$ cat config.mk
export PLATFORM = sky130hd
export DESIGN_NAME = ring_producer_reserve_commit
export DESIGN_NICKNAME = d
export VERILOG_FILES = /design/src/rprc_pkg.sv /design/src/rprc_core.sv /design/src/ring_producer_reserve_commit.sv
export VERILOG_INCLUDE_DIRS = /design/src /design/src/src
export SDC_FILE = /design/constraint.sdc
export NUM_CORES = 1
export LEC_CHECK = 0
export BUFFER_PORTS_ARGS = -buffer_cell sky130_fd_sc_hd__buf_4
export CAP_MARGIN = 20
export CORE_UTILIZATION = 35
export DETAILED_ROUTE_END_ITERATION = 12
export GPL_TIMING_DRIVEN = 0
export SYNTH_ARGS = -nofsm -noshare
export SYNTH_HDL_FRONTEND = slang
export SYNTH_SLANG_ARGS = --single-unit
$ cat constraint.sdc
create_clock -name clk -period 14.4 [get_ports clk]
set_clock_uncertainty 0.2 [all_clocks]
set_input_delay 1.44 -clock clk [delete_from_list [all_inputs] [get_ports clk]]
set_output_delay 1.44 -clock clk [all_outputs]
set_load 0.01 [all_outputs]
$ cat src/ring_producer_reserve_commit_defines.svh
// ---------------------------------------------------------------------------
// Ring producer reserve/commit - assertion macros
// Concurrent checks on clk, disabled while rst is high.
// ---------------------------------------------------------------------------
`ifndef RING_PRODUCER_RESERVE_COMMIT_DEFINES_SVH
`define RING_PRODUCER_RESERVE_COMMIT_DEFINES_SVH

`ifndef NO_ASSERTIONS
// Same-cycle implication.
`define RPRC_ASSERT_SAME(label, ante, cons) \
  label: assert property (@(posedge clk) disable iff (rst) (ante) |-> (cons)) \
    else $error("rprc check failed");
// Next-cycle implication.
`define RPRC_ASSERT_NEXT(label, ante, cons) \
  label: assert property (@(posedge clk) disable iff (rst) (ante) |=> (cons)) \
    else $error("rprc check failed");
`else
`define RPRC_ASSERT_SAME(label, ante, cons)
`define RPRC_ASSERT_NEXT(label, ante, cons)
`endif

`endif

$ cat src/rprc_pkg.sv
// ---------------------------------------------------------------------------
// rprc_pkg
// Types and constants shared by the ring producer reserve/commit block.
// ---------------------------------------------------------------------------
`timescale 1ns / 1ps
`default_nettype none

package rprc_pkg;

  localparam int MAX_RING_BITS = 16;
  localparam int CFG_INDEX_W   = 1;
  localparam int CFG_DATA_W    = 17;

  typedef enum logic [CFG_INDEX_W-1:0] {
    REG_RING_SIZE_LOG2    = 1'd0,
    REG_MAX_MESSAGE_BYTES = 1'd1
  } reg_index_t;

  localparam logic [4:0]  RESET_RING_SIZE_LOG2    = 5'd10;
  localparam logic [16:0] RESET_MAX_MESSAGE_BYTES = 17'd4096;

  typedef enum logic [1:0] {
    ACT_RESERVE  = 2'd0,
    ACT_COMMIT   = 2'd1,
    ACT_ROLLBACK = 2'd2,
    ACT_PUSH     = 2'd3
  } action_t;

  typedef enum logic [2:0] {
    ST_OK     = 3'd0,
    ST_SIZE   = 3'd1,
    ST_CLOSED = 3'd2,
    ST_FULL   = 3'd3,
    ST_BUSY   = 3'd4,
    ST_NORES  = 3'd5
  } status_t;

  typedef struct packed {
    action_t     action;
    logic [19:0] message_length;
    logic [15:0] consumer_read_index;
    logic        reader_attached;
  } rprc_in_t;

  typedef struct packed {
    status_t     status;
    logic [15:0] slot_number;
    logic        prefix_write;
    logic [16:0] prefix_value;
    logic [15:0] published_write_index;
    logic [15:0] free_slots;
    logic [63:0] messages_total;
    logic [63:0] bytes_total;
    logic [63:0] failed_total;
  } rprc_out_t;

  typedef struct packed {
    logic [4:0]  ring_size_log2;
    logic [16:0] max_message_bytes;
  } rprc_cfg_t;

endpackage

`default_nettype wire

$ cat src/rprc_core.sv
// ---------------------------------------------------------------------------
// rprc_core
// Producer state and the per-transaction decision logic (one pass).
// ---------------------------------------------------------------------------
`timescale 1ns / 1ps
`default_nettype none

module rprc_core
  import rprc_pkg::*;
#(
  parameter int INDEX_BITS = 16
) (
  input  wire logic      clk,
  input  wire logic      rst,
  input  wire rprc_cfg_t cfg,
  input  wire logic      fire,
  input  wire rprc_in_t  req,
  output rprc_out_t      result
);

  localparam int CAP_INT = (INDEX_BITS < MAX_RING_BITS) ? INDEX_BITS : MAX_RING_BITS;
  localparam logic [4:0] CAP_BITS = 5'(CAP_INT);

  logic [INDEX_BITS-1:0] write_position, write_position_next;
  logic                  holding_reservation, holding_reservation_next;
  logic [15:0]           held_slot, held_slot_next;
  logic [63:0]           sent_messages, sent_messages_next;
  logic [63:0]           sent_bytes, sent_bytes_next;
  logic [63:0]           push_failures, push_failures_next;

  logic [4:0]  eff_bits;
  logic [15:0] mask;
  logic [15:0] wp16;
  logic [15:0] wp16_next;
  logic [15:0] read_m;
  logic [15:0] used;
  logic        len_ok;
  logic        full;
  logic        publish;
  logic        fail;
  status_t     status;
  logic [15:0] slot;

  // clamp L into [1, min(16, INDEX_BITS)]
  always_comb begin
    if (cfg.ring_size_log2 == 5'd0) begin
      eff_bits = 5'd1;
    end else if (cfg.ring_size_log2 > CAP_BITS) begin
      eff_bits = CAP_BITS;
    end else begin
      eff_bits = cfg.ring_size_log2;
    end
  end

  assign mask   = ~(16'hFFFF << eff_bits);
  assign wp16   = 16'(32'(write_position));
  assign read_m = req.consumer_read_index & mask;
  assign len_ok = (req.message_length != 20'd0) &&
                  (req.message_length <= {3'b000, cfg.max_message_bytes});
  assign full   = (((wp16 + 16'd1) & mask) == read_m);

  always_comb begin
    status                   = ST_OK;
    slot                     = 16'd0;
    publish                  = 1'b0;
    fail                     = 1'b0;
    holding_reservation_next = holding_reservation;
    held_slot_next           = held_slot;
    case (req.action)
      ACT_RESERVE: begin
        if (!len_ok) begin
          status = ST_SIZE;
        end else if (holding_reservation) begin
          status = ST_BUSY;
        end else if (!req.reader_attached) begin
          status = ST_CLOSED;
        end else if (full) begin
          status = ST_FULL;
        end else begin
          slot                     = wp16 & mask;
          holding_reservation_next = 1'b1;
          held_slot_next           = wp16 & mask;
        end
      end
      ACT_COMMIT: begin
        if (!len_ok) begin
          status = ST_SIZE;
        end else if (!holding_reservation) begin
          status = ST_NORES;
        end else begin
          slot                     = held_slot;
          publish                  = 1'b1;
          holding_reservation_next = 1'b0;
          held_slot_next           = 16'd0;
        end
      end
      ACT_ROLLBACK: begin
        holding_reservation_next = 1'b0;
        held_slot_next           = 16'd0;
      end
      default: begin // push
        if (!len_ok) begin
          status = ST_SIZE;
        end else if (!req.reader_attached) begin
          status = ST_CLOSED;
          fail   = 1'b1;
        end else if (holding_reservation || full) begin
          status = ST_FULL;
          fail   = 1'b1;
        end else begin
          slot    = wp16 & mask;
          publish = 1'b1;
        end
      end
    endcase
  end

  assign write_position_next = publish ? write_position + INDEX_BITS'(1) : write_position;
  assign sent_messages_next  = publish ? sent_messages + 64'd1 : sent_messages;
  assign sent_bytes_next     = publish ? sent_bytes + 64'(req.message_length) : sent_bytes;
  assign push_failures_next  = fail ? push_failures + 64'd1 : push_failures;

  assign wp16_next = 16'(32'(write_position_next));
  assign used      = (wp16_next - req.consumer_read_index) & mask;

  always_comb begin
    result.status                = status;
    result.slot_number           = slot;
    result.prefix_write          = publish;
    result.prefix_value          = publish ? req.message_length[16:0] : 17'd0;
    result.published_write_index = wp16_next;
    result.free_slots            = mask - used;
    result.messages_total        = sent_messages_next;
    result.bytes_total           = sent_bytes_next;
    result.failed_total          = push_failures_next;
  end

  always_ff @(posedge clk) begin
    if (rst) begin
      write_position      <= '0;
      holding_reservation <= 1'b0;
      held_slot           <= 16'd0;
      sent_messages       <= 64'd0;
      sent_bytes          <= 64'd0;
      push_failures       <= 64'd0;
    end else if (fire) begin
      write_position      <= write_position_next;
      holding_reservation <= holding_reservation_next;
      held_slot           <= held_slot_next;
      sent_messages       <= sent_messages_next;
      sent_bytes          <= sent_bytes_next;
      push_failures       <= push_failures_next;
    end
  end

endmodule

`default_nettype wire

$ cat src/ring_producer_reserve_commit.sv
// ---------------------------------------------------------------------------
// ring_producer_reserve_commit
// Producer side of an SPSC ring of message slots: reserve, commit,
// rollback and push, with sent/byte/failure counters.
// ---------------------------------------------------------------------------
//  channel   signals                          direction  transaction
//  in        in_valid/in_ready/in_data        input      one operation
//  out       out_valid/out_ready/out_data     output     one result per operation
//  config    cfg_we/cfg_index/cfg_data        input      register write, no wait
//
//  Path from input transaction to result valid: input register, then
//  one decision pass into the result register. One transaction per cycle
//  when results are taken, set by the single state update per operation in rprc_core.
//  rst (synchronous) clears state, counters and both stage valids and loads
//  register defaults (L = 10, max length 4096); in_ready is low during rst.
//  A stalled result holds the result register; the input register stays
//  full behind it and in_ready drops until the result is taken.
// ---------------------------------------------------------------------------
`timescale 1ns / 1ps
`default_nettype none

`include "ring_producer_reserve_commit_defines.svh"

module ring_producer_reserve_commit
  import rprc_pkg::*;
#(
  parameter int INDEX_BITS = 16
) (
  input  wire logic                   clk,
  input  wire logic                   rst,
  input  wire logic                   in_valid,
  output logic                        in_ready,
  input  wire rprc_in_t               in_data,
  output logic                        out_valid,
  input  wire logic                   out_ready,
  output rprc_out_t                   out_data,
  input  wire logic                   cfg_we,
  input  wire logic [CFG_INDEX_W-1:0] cfg_index,
  input  wire logic [CFG_DATA_W-1:0]  cfg_data
);

  rprc_cfg_t cfg;
  rprc_in_t  s1_data;
  logic      s1_valid;
  logic      s1_fire;
  rprc_out_t result;

  // configuration registers, to be written only while idle; the block itself does not enforce it
  always_ff @(posedge clk) begin
    if (rst) begin
      cfg.ring_size_log2    <= RESET_RING_SIZE_LOG2;
      cfg.max_message_bytes <= RESET_MAX_MESSAGE_BYTES;
    end else if (cfg_we) begin
      case (reg_index_t'(cfg_index))
        REG_RING_SIZE_LOG2:    cfg.ring_size_log2    <= cfg_data[4:0];
        REG_MAX_MESSAGE_BYTES: cfg.max_message_bytes <= cfg_data;
        default: ;
      endcase
    end
  end

  // stage 1 moves into the result register when that register is free
  assign s1_fire  = s1_valid && (!out_valid || out_ready);
  assign in_ready = !rst && (!s1_valid || s1_fire);

  always_ff @(posedge clk) begin
    if (rst) begin
      s1_valid <= 1'b0;
    end else if (in_ready) begin
      s1_valid <= in_valid;
    end
  end

  always_ff @(posedge clk) begin
    if (in_valid && in_ready) begin
      s1_data <= in_data;
    end
  end

  rprc_core #(
    .INDEX_BITS(INDEX_BITS)
  ) u_core (
    .clk    (clk),
    .rst    (rst),
    .cfg    (cfg),
    .fire   (s1_fire),
    .req    (s1_data),
    .result (result)
  );

  // result register
  always_ff @(posedge clk) begin
    if (rst) begin
      out_valid <= 1'b0;
    end else if (s1_fire) begin
      out_valid <= 1'b1;
    end else if (out_ready) begin
      out_valid <= 1'b0;
    end
  end

  always_ff @(posedge clk) begin
    if (s1_fire) begin
      out_data <= result;
    end
  end

  // a decided operation always reaches the result register
  `RPRC_ASSERT_NEXT(a_fire_loads_out, s1_fire, out_valid)
  // a prefix is written only on success, and never with zero length
  `RPRC_ASSERT_SAME(a_prefix_ok, out_valid && out_data.prefix_write,
                    out_data.status == ST_OK && out_data.prefix_value != 17'd0)
  // a rejected length names no slot and writes no prefix
  `RPRC_ASSERT_SAME(a_size_no_slot, out_valid && out_data.status == ST_SIZE,
                    out_data.slot_number == 16'd0 && !out_data.prefix_write)

endmodule

`default_nettype wire

==> impl_metrics.yaml, run 1 <==
routing:
  wire_per_inst_microns: 20.00
  drcViolationCount: 0
  first_pass_iters: 6
  vias: 21680
  drtAntennaViolNets: 0
  drt-initial-drc-count: 1703
  vias_per_cell: 5.159
  wl_mm: 84.05
floorplanning:
  pin_count: 325
  dieArea_sq_um: 78040
  core_area_sq_um: 76080
  die_h_microns: 279.4
  die_width_microns: 279.4
  start_util_pct: 35.39
  rows: 101
synth:
  synthMuxAreaShare_pct: 0.5112
  ys.flop_type: "edfxtp_1"
  synth-xor-area-share_pct: 11.50
  syn_area_sq_um: 26920
  ys_warn_count: 0
  synth-seq-area-share_pct: 51.98
  synthCells: 2721
  synth_compound_area_share_pct: 7.998
  yosysUniqueCellTypes: 83
  synth_nets: 2845
  synth_edf_count: 300
  synth_fa_ha_area_share_pct: 2.937
  synthArstFlopShare_pct: 0
  synth-seq-cells: 549
  synth_top_family_by_area: "simple AND/OR/NAND/NOR gates"
  yosys.area_share.simple_pct: 21.83
  syn_avg_cell_area_sq_um: 9.895
place:
  port_buffers: 324
  gp_congestion: 0.8875
  preCtsSetupSlack_ps: 7026
  dp_hpwl_mm: 62.34
layout:
  drive_gt1_share_pct: 16.71
  area_growth_pct: 22.55
  fillers: 7457
  nets: 3242
sta:
  setup_ws_ps: 7048
  drv_slew: 0
  rsz0062_at_grt: "no"
  fmax_mhz: 136.0
  tightestPinTransition_ps: 1049
  min_period_ps: 7352
  finalSetupTns_ps: 0
  final_hold_viol_count: 0
  max-slew-margin-rel_pct: 29.41
  setup_viol: 0
  period_share_pct: 51.05
global_routing:
  grt_util_all_layers_pct: 21.15
  grt_pass1_wl_mm: 126.3
  grt-ovfl-total: 0
  grt_max_degree: 44
  grt_util_met1_pct: 28.72
  grt-busiest-layer: "met2"
  grt_util_met3_pct: 3.962
  met2_usage_pct: 34.71
  antenna_found_initial: 6
  grt_pass1_vias: 20720
power_and_ir_drop:
  leakagePower_nw: 12.10
  ir_drop_mv: 0.09049
  powerDensity_nw_per_um2: 108.8
cts:
  cts_tree: "done"
  clk_pin_slew_ps: 60
  numCtsBuffers: 61
  cts_resized: 0
  cts-htree-levels: 2
  clk_path_buf_depth: 3
  root_buffer: "clkbuf_16"
  cts.repair_timing.setup_buffer_count: 0
  clk_latency_ps: 650
  clkSinkCount: 549
  hold_buffers: 0
hold_path:
  hold_depth: 2
  hold_path_class: "reg2reg"
run_status:
  status: "complete, no violations"
critical_path:
  ff2ff_path_depth: 24
  critPathKind: "reg2reg"
  critPathRequiredTime_ps: 14570
  cp_max_fo: 10
  arrival_ps: 7530
  critPathLaunchType: "flip-flop"
  endpoint_kind: "flip-flop"
run:
  max_cap_viol_count: 0
-- cells in the final DEF, fill, tap and decap left out, types with 85 or more instances in the layout --
cell type  netlist  layout
nand3_1        116     116
nor2_1         271     271
buf_4            8     333
edfxtp_1       300     300
dfxtp_1        249     249
a21oi_1        166     166
xor2_1         171     171
xnor2_1        177     177
nand2_1        305     305
nor3_1          85      85
clkbuf_1        89      98
-- cell type report --
type	instances	area [sq um]	share of cell area [%]
tap	1030	1289	3.906
sequential	549	13990	42.41
antenna	2	5.005	0.01517
buffer	143	618.1	1.873
clock inverter	41	494.2	1.498
inverter	68	255.2	0.7736
clock buffer	75	1663	5.040
timing repair buffer	334	2619	7.937
multi-input combinational	1961	12060	36.55
-- cell usage after synthesis (11+ instances only) --
library cell / instances / share of area, %
nand4_1: 78 / 1.8
xnor2_1: 177 / 5.8
ha_1: 60 / 2.8
clkbuf_1: 89 / 1.2
nand2b_1: 13 / 0.30
nand2_1: 305 / 4.3
nor4_1: 36 / 0.84
or4_1: 35 / 0.98
o21ai_0: 78 / 1.4
nor3_1: 85 / 1.6
nand3_1: 116 / 2.2
xor2_1: 171 / 5.6
a21o_1: 16 / 0.45
or3_1: 73 / 1.7
edfxtp_1: 300 / 33
and3_1: 54 / 1.3
dfxtp_1: 249 / 19
inv_1: 67 / 0.93
o31ai_1: 29 / 0.81
buf_2: 39 / 0.72
and2_1: 21 / 0.49
and4_1: 16 / 0.52
o21a_1: 11 / 0.31
nor2b_1: 15 / 0.35
nor2_1: 271 / 3.8
a21oi_1: 166 / 3.1
-- registers in the layout (all words and copies together) (netlist names) --
register,flops
out_data,261
u_core.push_failures,64
u_core.sent_bytes,64
u_core.sent_messages,64
s1_data,39
cfg,22
u_core.held_slot,16
u_core.wp16,16
out_valid,1
s1_valid,1
u_core.holding_reservation,1
-- metal layers --
metal	vias to the layer above	part of all wire [%]
li1	10480	-
met1	10420	44
met2	672	47
met3	106	6.7
met4	8	1.9
met5	-	0.061
-- cell families (layout without fill, tap and decap cells) --
group	after synthesis	after routing
AND/OR/NAND/NOR	1173	1173
flip-flops	549	549
AO/OA/AOI/OAI	362	362
XOR/XNOR	350	350
buffers and inverters	211	661
adder cells (fa/ha/maj)	62	62
multiplexers	13	13
other	1	3
-- stage by stage --
step                      total power, mW  utilization [%]  std cells  instance area [sq um]  hold WS, ps
final                               3.590            43.37       4203                  33000        249.8
after global routing                3.705            43.37       4202                  32990        269.2
after CTS                           3.628            43.37       4201                  32990        252.5
after detailed placement            1.955            40.53       4085                  30830        243.6
after global placement              1.968            40.28       4075                  30640        237.8
after floorplan                     1.846                -       2721                  26920        232.1
-- worst max-delay path, cell delays in order (launching register included) --
cell      delay, ps
dfxtp_1         480
ha_1            200
clkbuf_1        390
nand2_1         190
nor4_4          430
inv_1            80
o32a_1          350
nand4_1         200
or3_1           170
buf_2           240
nand2_1         230
inv_2           140
clkbuf_1        610
nand2_1         150
xnor2_1         220
ha_1            260
or2_2           300
o221ai_1        280
a21oi_1         130
mux2i_1         150
nor4_1          490
o221ai_1        340
nor4_1          490
nand4b_1        180
xnor2_1         160
-- where the power goes --
| part | switching [mW] | total (mW) | internal [mW] |
|---|---|---|---|
| logic | 0.122 | 0.204 | 0.0823 |
| registers | 0.0233 | 1.72 | 1.69 |
| clock network | 0.681 | 1.67 | 0.989 |
| total | 0.826 | 3.59 | 2.76 |
-- worst paths after layout --
path                               startpoint                          endpoint  slack, ps
max               u_core.wp16[1]$_SDFFE_PP0P_           out_data[206]$_DFFE_PP_       7050
min          u_core.held_slot[7]$_SDFFE_PP0P_  u_core.held_slot[7]$_SDFFE_PP0P_        250
max reg2reg       u_core.wp16[1]$_SDFFE_PP0P_           out_data[206]$_DFFE_PP_       7050
min reg2reg  u_core.held_slot[7]$_SDFFE_PP0P_  u_core.held_slot[7]$_SDFFE_PP0P_        250
Power figures use the tool's default switching activity.
==> inputs of run 2 (changes only) <==
--- a/config.mk
+++ b/config.mk
@@ -6,6 +6,7 @@
 export SDC_FILE = /design/constraint.sdc
 export NUM_CORES = 1
 export LEC_CHECK = 0
+export ABC_AREA = 1
 export BUFFER_PORTS_ARGS = -buffer_cell sky130_fd_sc_hd__buf_4
 export CAP_MARGIN = 20
 export CORE_UTILIZATION = 35
==> constraint.sdc (replaced) <==
create_clock -name clk -period 6.18 [get_ports clk]
set_clock_uncertainty 0.2 [all_clocks]
set_input_delay 0.618 -clock clk [delete_from_list [all_inputs] [get_ports clk]]
set_output_delay 0.618 -clock clk [all_outputs]
set_load 0.01 [all_outputs]
==> run 2 against run 1 <==
Compared with the run above:
- global-route usage is 2.2 points higher
- maximum frequency increased by 28%
- final area grew 9.0%
==> impl_metrics.yaml, run 2 <==
synth:
  syn_area_sq_um: 29410
  ys.flop_type: "edfxtp_1"
  synthMuxAreaShare_pct: 0
  synth_edf_count: 300
  synth_top_family_by_area: "simple AND/OR/NAND/NOR gates"
  syn_avg_cell_area_sq_um: 7.804
  netlist_top_cells_area: "edfxtp_1, dfxtp_1, nand2_1"
  synthArstFlopShare_pct: 0
  synth_fa_ha_area_share_pct: 2.688
  synth_largest_area_cell: "edfxtp_1"
  synthCells: 3769
  yosys.area_share.simple_pct: 21.12
  yosysUniqueCellTypes: 49
  synth.most_common_cell: "nand2_1"
  synth-seq-cells: 549
  synth_top_area_share_pct: 30.63
  synth_compound_area_share_pct: 13.68
  ys_warn_count: 0
  synthTopCellsByCount: "nand2_1, inv_1, nor2_1"
  synth-seq-area-share_pct: 47.57
  synth_nets: 3893
  synth-xor-area-share_pct: 4.556
critical_path:
  ff2ff_path_depth: 30
  critPathRequiredTime_ps: 6340
  arrival_ps: 5920
  critPathKind: "reg2reg"
  slowest_stage: "edfxtp_1"
  regToRegStartpoint: "s1_data[33]$_DFFE_PP_"
  r2r_slack_ps: 420
  critPathLaunchType: "flip-flop"
  endpoint_kind: "flip-flop"
  rr_endpoint: "out_data[204]$_DFFE_PP_"
  cp_slowest_stage_delay_ps: 510
  cp_max_fo: 10
layout:
  stdcell_count: 5327
  largest_reg_flops: 261
  area_growth_pct: 22.26
  multi_input_area_sq_um: 12420
  fillers: 8419
  layout_commonest_cell: "nand2_1"
  largest_register: "out_data"
  final_cell_mix: "nand2_1, inv_1, nor2_1, buf_4, edfxtp_1"
  nets: 4326
  seqCellArea_sq_um: 13990
  drive_gt1_share_pct: 12.27
sta:
  drv_slew: 0
  setup_ws_ps: 417.8
  max-slew-margin-rel_pct: 24.94
  setup_viol: 0
  min_period_ps: 5762
  fmax_mhz: 173.5
  tightestPinTransition_ps: 1126
  final_hold_viol_count: 0
  period_share_pct: 93.24
  hold_slack_ps: 62.33
routing:
  drtAntennaViolNets: 0
  wire_per_inst_microns: 19.22
  first_pass_iters: 5
  vias_per_cell: 5.073
  drcViolationCount: 0
  drt-initial-drc-count: 2179
  wl_mm: 102.4
  vias: 27030
global_routing:
  grt_max_degree: 114
  antenna_found_initial: 4
  grt_util_all_layers_pct: 23.34
  grt-ovfl-total: 0
  grt_pass1_vias: 25350
  grt_pass1_wl_mm: 151.5
cts:
  cts-htree-levels: 2
  numCtsBuffers: 61
  clk_pin_slew_ps: 60
  cts_tree: "done"
  clkSinkCount: 549
  root_buffer: "clkbuf_16"
  clk_path_buf_depth: 3
  clk_latency_ps: 630
run_status:
  status: "complete, no violations"
place:
  port_buffers: 323
  gp_congestion: 0.9968
  dp.cells: 5165
  dp_hpwl_mm: 79.65
  preCtsSetupSlack_ps: -61.34
power_and_ir_drop:
  ir_drop_mv: 0.1869
  powerDensity_nw_per_um2: 260.8
  p_total_mw: 9.378
  leakagePower_nw: 15.24
floorplanning:
  core_area_sq_um: 82640
  rows: 105
  die_h_microns: 291.9
  start_util_pct: 35.60
  pin_count: 325
  dieArea_sq_um: 85210
  die_width_microns: 291.9
hold_path:
  min_to: "cfg[16]$_SDFFE_PP0P_"
  hold_path_class: "in2reg"
  hp-start: "cfg_data[16]"
  hold_depth: 3
run:
  max_cap_viol_count: 0
==> run 2: cell types whose count changed after synthesis, moves of 52 or more <==
cell     change
nand2_1    +349
o21ai_0    +208
o21ai_1    +162
a21oi_1    +109
and3_1      -52
inv_1      +572
nor2_1     +114
xnor2_1    -159
or3_1       -73
==> run 2: layout make-up <==
cell class              count  area share, %
plain buffers             132          1.778
well taps                1070          3.723
diodes                      2        0.01392
flip-flops and latches    549          38.91
multi-input cells        2441          34.54
clock inverters            45          1.559
inverters                 647          6.753
clock buffers              71          4.551
repair buffers            370          8.173
==> run 2: routing by layer <==
layer	vias up	GRT usage [%]	wire [microns]
li1	13290	-	-
met1	12680	30.92	44470
met2	866	38.69	48050
met3	186	3.182	6182
met4	4	8.614	3644
met5	-	0	24
==> run 2: worst max path at each step <==
stage	endpoint	slack, ps	from
2_1_floorplan	u_core.sent_bytes[2]$_SDFFE_PP0P_	920	out_ready
3_3_place_gp	u_core.sent_bytes[2]$_SDFFE_PP0P_	-1540	out_ready
3_5_place_dp	out_data[206]$_DFFE_PP_	-60	s1_data[33]$_DFFE_PP_
4_1_cts	out_data[206]$_DFFE_PP_	5	s1_data[33]$_DFFE_PP_
5_1_grt	out_data[206]$_DFFE_PP_	-8	s1_data[33]$_DFFE_PP_
6_report	out_data[204]$_DFFE_PP_	420	s1_data[33]$_DFFE_PP_
==> run 2: power breakdown <==
group	internal, mW	switching [mW]	leakage, nW
logic	0.421	0.750	9.27
clock network	2.37	1.59	1.06
registers	4.09	0.150	4.90
total	6.88	2.49	15.2
==> run 2: what timing repair did <==
action,4_1_cts,5_1_grt
endpoints found under the hold margin,42,0
setup buffers,0,1
hold buffers,42,0
endpoints found under the setup margin,1,7
pin swaps,0,1
gates resized for setup,1,13
==> run 2: cell families (layout without fill, tap and decap cells) <==
group | Yosys count | count (layout)
adder cells (fa/ha/maj) | 62 | 62
AND/OR/NAND/NOR | 1450 | 1450
buffers and inverters | 779 | 1265
flip-flops | 549 | 549
AO/OA/AOI/OAI | 775 | 775
XOR/XNOR | 153 | 153
other | 1 | 3
==> run 2: critical path, delay by kind of cell, from the launching register on <==
| kind | cells | cell delay (ps) |
|---|---|---|
| AND/OR/NAND/NOR | 16 | 2430 |
| buffers and inverters | 7 | 980 |
| adder cells (fa/ha/maj) | 2 | 670 |
| flip-flops | 1 | 510 |
| AO/OA/AOI/OAI | 4 | 480 |
| XOR/XNOR | 1 | 190 |
==> run 2: stage by stage <==
| stage | TNS (ps) | utilization [%] | cell area (sq um) |
|---|---|---|---|
| 3_5_place_dp | -61.34 | 40.26 | 33270 |
| 4_1_cts | 0 | 43.43 | 35890 |
| 2_1_floorplan | 0 | - | 29420 |
| 6_report | 0 | 43.52 | 35960 |
| 5_1_grt | -8.169 | 43.51 | 35960 |
| 3_3_place_gp | -376180 | 40.15 | 33180 |
==> inputs of run 3 (changes only) <==
--- a/config.mk
+++ b/config.mk
@@ -12,6 +12,7 @@
 export CORE_UTILIZATION = 35
 export DETAILED_ROUTE_END_ITERATION = 12
 export GPL_TIMING_DRIVEN = 0
+export RECOVER_POWER = 100
 export SYNTH_ARGS = -nofsm -noshare
 export SYNTH_HDL_FRONTEND = slang
 export SYNTH_SLANG_ARGS = --single-unit
==> run 3 against run 2 <==
Compared with the run above:
- final area is 3.2% lower
- critical path type unchanged
- non-clock buffer count stayed put
- largest power group unchanged
- largest cell class unchanged
- utilization fell by 1.4 points
- combinational power is 8% lower
- the flow now finishes with violations (capacitance limit, slew limit)
- die area unchanged
- critical endpoint is now out_data[206]$_DFFE_PP_
==> impl_metrics.yaml, run 3 (synthesized netlist as in run 2, its figures left out) <==
global_routing:
  grt_util_all_layers_pct: 23.34
  grt_max_degree: 114
  grt_pass1_wl_mm: 151.5
  grt-ovfl-total: 0
  grt_pass1_vias: 25350
  antenna_found_initial: 6
floorplanning:
  start_util_pct: 35.60
  die_h_microns: 291.9
  pin_count: 325
  rows: 105
  die_width_microns: 291.9
  dieArea_sq_um: 85210
  core_area_sq_um: 82640
layout:
  nets: 4326
  area_growth_pct: 18.38
  layout_commonest_cell: "nand2_1"
  fillers: 8725
  largest_register: "out_data"
  post-route-cell-area_sq_um: 34820
  final_cell_mix: "nand2_1, inv_1, o21ai_0, clkbuf_1, nor2_1"
  largest_reg_flops: 261
  drive_gt1_share_pct: 5.100
critical_path:
  cp_slowest_stage_delay_ps: 570
  r2r_slack_ps: 370
  path_buf_inv: 4
  arrival_ps: 6080
  endpoint_kind: "flip-flop"
  critPathCapture: "out_data[206]$_DFFE_PP_"
  slowest_stage: "o21ai_1"
  rr_endpoint: "out_data[206]$_DFFE_PP_"
  critPathLaunchType: "flip-flop"
  cp_common_cell: "nand2_1"
  cp-startpoint: "s1_data[33]$_DFFE_PP_"
  critPathKind: "reg2reg"
  regToRegStartpoint: "s1_data[33]$_DFFE_PP_"
  cp_max_fo: 10
  critPathRequiredTime_ps: 6450
  ff2ff_path_depth: 27
  crit_family: "simple AND/OR/NAND/NOR gates"
  path_depth: 27
place:
  port_buffers: 323
  dp_hpwl_mm: 79.65
  preCtsSetupSlack_ps: -61.34
  place_area_sq_um: 33270
  gp_congestion: 0.9968
power_and_ir_drop:
  p_total_mw: 9.290
  leakagePower_nw: 14.12
  ir_drop_mv: 0.1874
  powerDensity_nw_per_um2: 266.8
run_status:
  violations: "capacitance limit, slew limit"
  status: "complete, but fails checks"
cts:
  cts-htree-levels: 2
  root_buffer: "clkbuf_16"
  clk_path_buf_depth: 3
  numCtsBuffers: 61
  clk_latency_ps: 630
  cts_tree: "done"
  clk_pin_slew_ps: 60
  clkSinkCount: 549
sta:
  finalSetupTns_ps: 0
  tightestPinTransition_ps: 4039
  drv_slew: 108
  final_hold_viol_count: 0
  min_period_ps: 5812
  period_share_pct: 94.05
  fmax_mhz: 172.0
  setup_viol: 0
  setup_ws_ps: 367.5
  max-slew-margin-rel_pct: -169.3
routing:
  drtAntennaViolNets: 0
  wire_per_inst_microns: 19.25
  drt-initial-drc-count: 2139
  vias: 27090
  drcViolationCount: 0
  vias_per_cell: 5.086
  first_pass_iters: 6
  wl_mm: 102.5
hold_path:
  hold_path_class: "in2reg"
run:
  max_cap_viol_count: 3
-- run 3: cell types whose count changed in the layout (fill, tap and decap cells not counted), sizes merged --
cell and change:
buf -323, clkbuf +323, diode -1
-- run 3: how the worst min path moves through the flow --
| stage | startpoint | end | slack, ps | depth (start not counted) |
|---|---|---|---|---|
| after detailed placement | u_core.held_slot[1]$_SDFFE_PP0P_ | u_core.held_slot[1]$_SDFFE_PP0P_ | 240 | 2 |
| after CTS | cfg_data[16] | cfg[16]$_SDFFE_PP0P_ | 30 | 3 |
| after global routing | cfg_data[7] | cfg[7]$_SDFFE_PP0P_ | 60 | 3 |
| after global placement | u_core.held_slot[4]$_SDFFE_PP0P_ | u_core.held_slot[4]$_SDFFE_PP0P_ | 230 | 2 |
| after floorplan | u_core.held_slot[0]$_SDFFE_PP0P_ | u_core.held_slot[0]$_SDFFE_PP0P_ | 220 | 2 |
| final | cfg_data[16] | cfg[16]$_SDFFE_PP0P_ | 60 | 3 |
-- run 3: per-stage QoR --
stage | utilization, % | cells | hold slack, ps
floorplan | - | 3769 | 224.3
finish | 42.14 | 5326 | 63.81
detailed placement | 40.26 | 5165 | 239.9
global route | 42.13 | 5325 | 64.30
CTS | 43.43 | 5323 | 34.11
global placement | 40.15 | 5162 | 232.8
-- run 3: metal layers --
| metal | global-route usage (%) | part of all wire (%) |
|---|---|---|
| met5 | 0 | 0.030 |
| met4 | 8.614 | 3.5 |
| met3 | 3.182 | 5.8 |
| met2 | 38.69 | 47 |
| met1 | 30.92 | 44 |
-- run 3: cell type report --
cell class                 count  area, sq um  share of cell area, %
timing repair buffer         370         1924                  5.527
tap                         1070         1339                  3.845
clock buffer                  71         1637                  4.700
sequential                   549        13990                  40.19
multi-input combinational   2441        12360                  35.49
inverter                     647         2429                  6.975
buffer                       132        576.8                  1.657
clock inverter                45        560.5                  1.610
antenna                        1        2.502               0.007187
-- run 3: timing repair --
action,in CTS,in global routing
hold buffers,42,0
pin swaps,0,1
endpoints found under the setup margin,1,7
gates resized for setup,1,13
hold endpoints to repair,42,0
setup buffers,0,1
-- run 3: worst register-to-register path, stage by stage, from the launching register on --
cell and delay, ps:
edfxtp_1 510, ha_1 330, inv_1 30, nor2_1 70
nand2_1 90, nor2_1 170, nor4b_4 260, nand4_1 110
nand2_1 250, nand2_2 190, nor2_4 300, nand2_4 110
buf_4 240, buf_2 250, o21ai_1 570, ha_1 410
nand2_1 110, inv_1 50, a21boi_0 160, nand3_1 160
nand3_1 110, nand2_1 80, xor2_1 140, or2_2 320
nand2_1 80, nor2_1 40, nand3_1 100, xor2_1 200
-- run 3: power breakdown --
group	total [mW]	internal [mW]	switching, mW	leakage [nW]
Combinational	1.08	0.340	0.744	8.15
Sequential	4.24	4.10	0.147	4.90
Clock	3.96	2.37	1.59	1.06
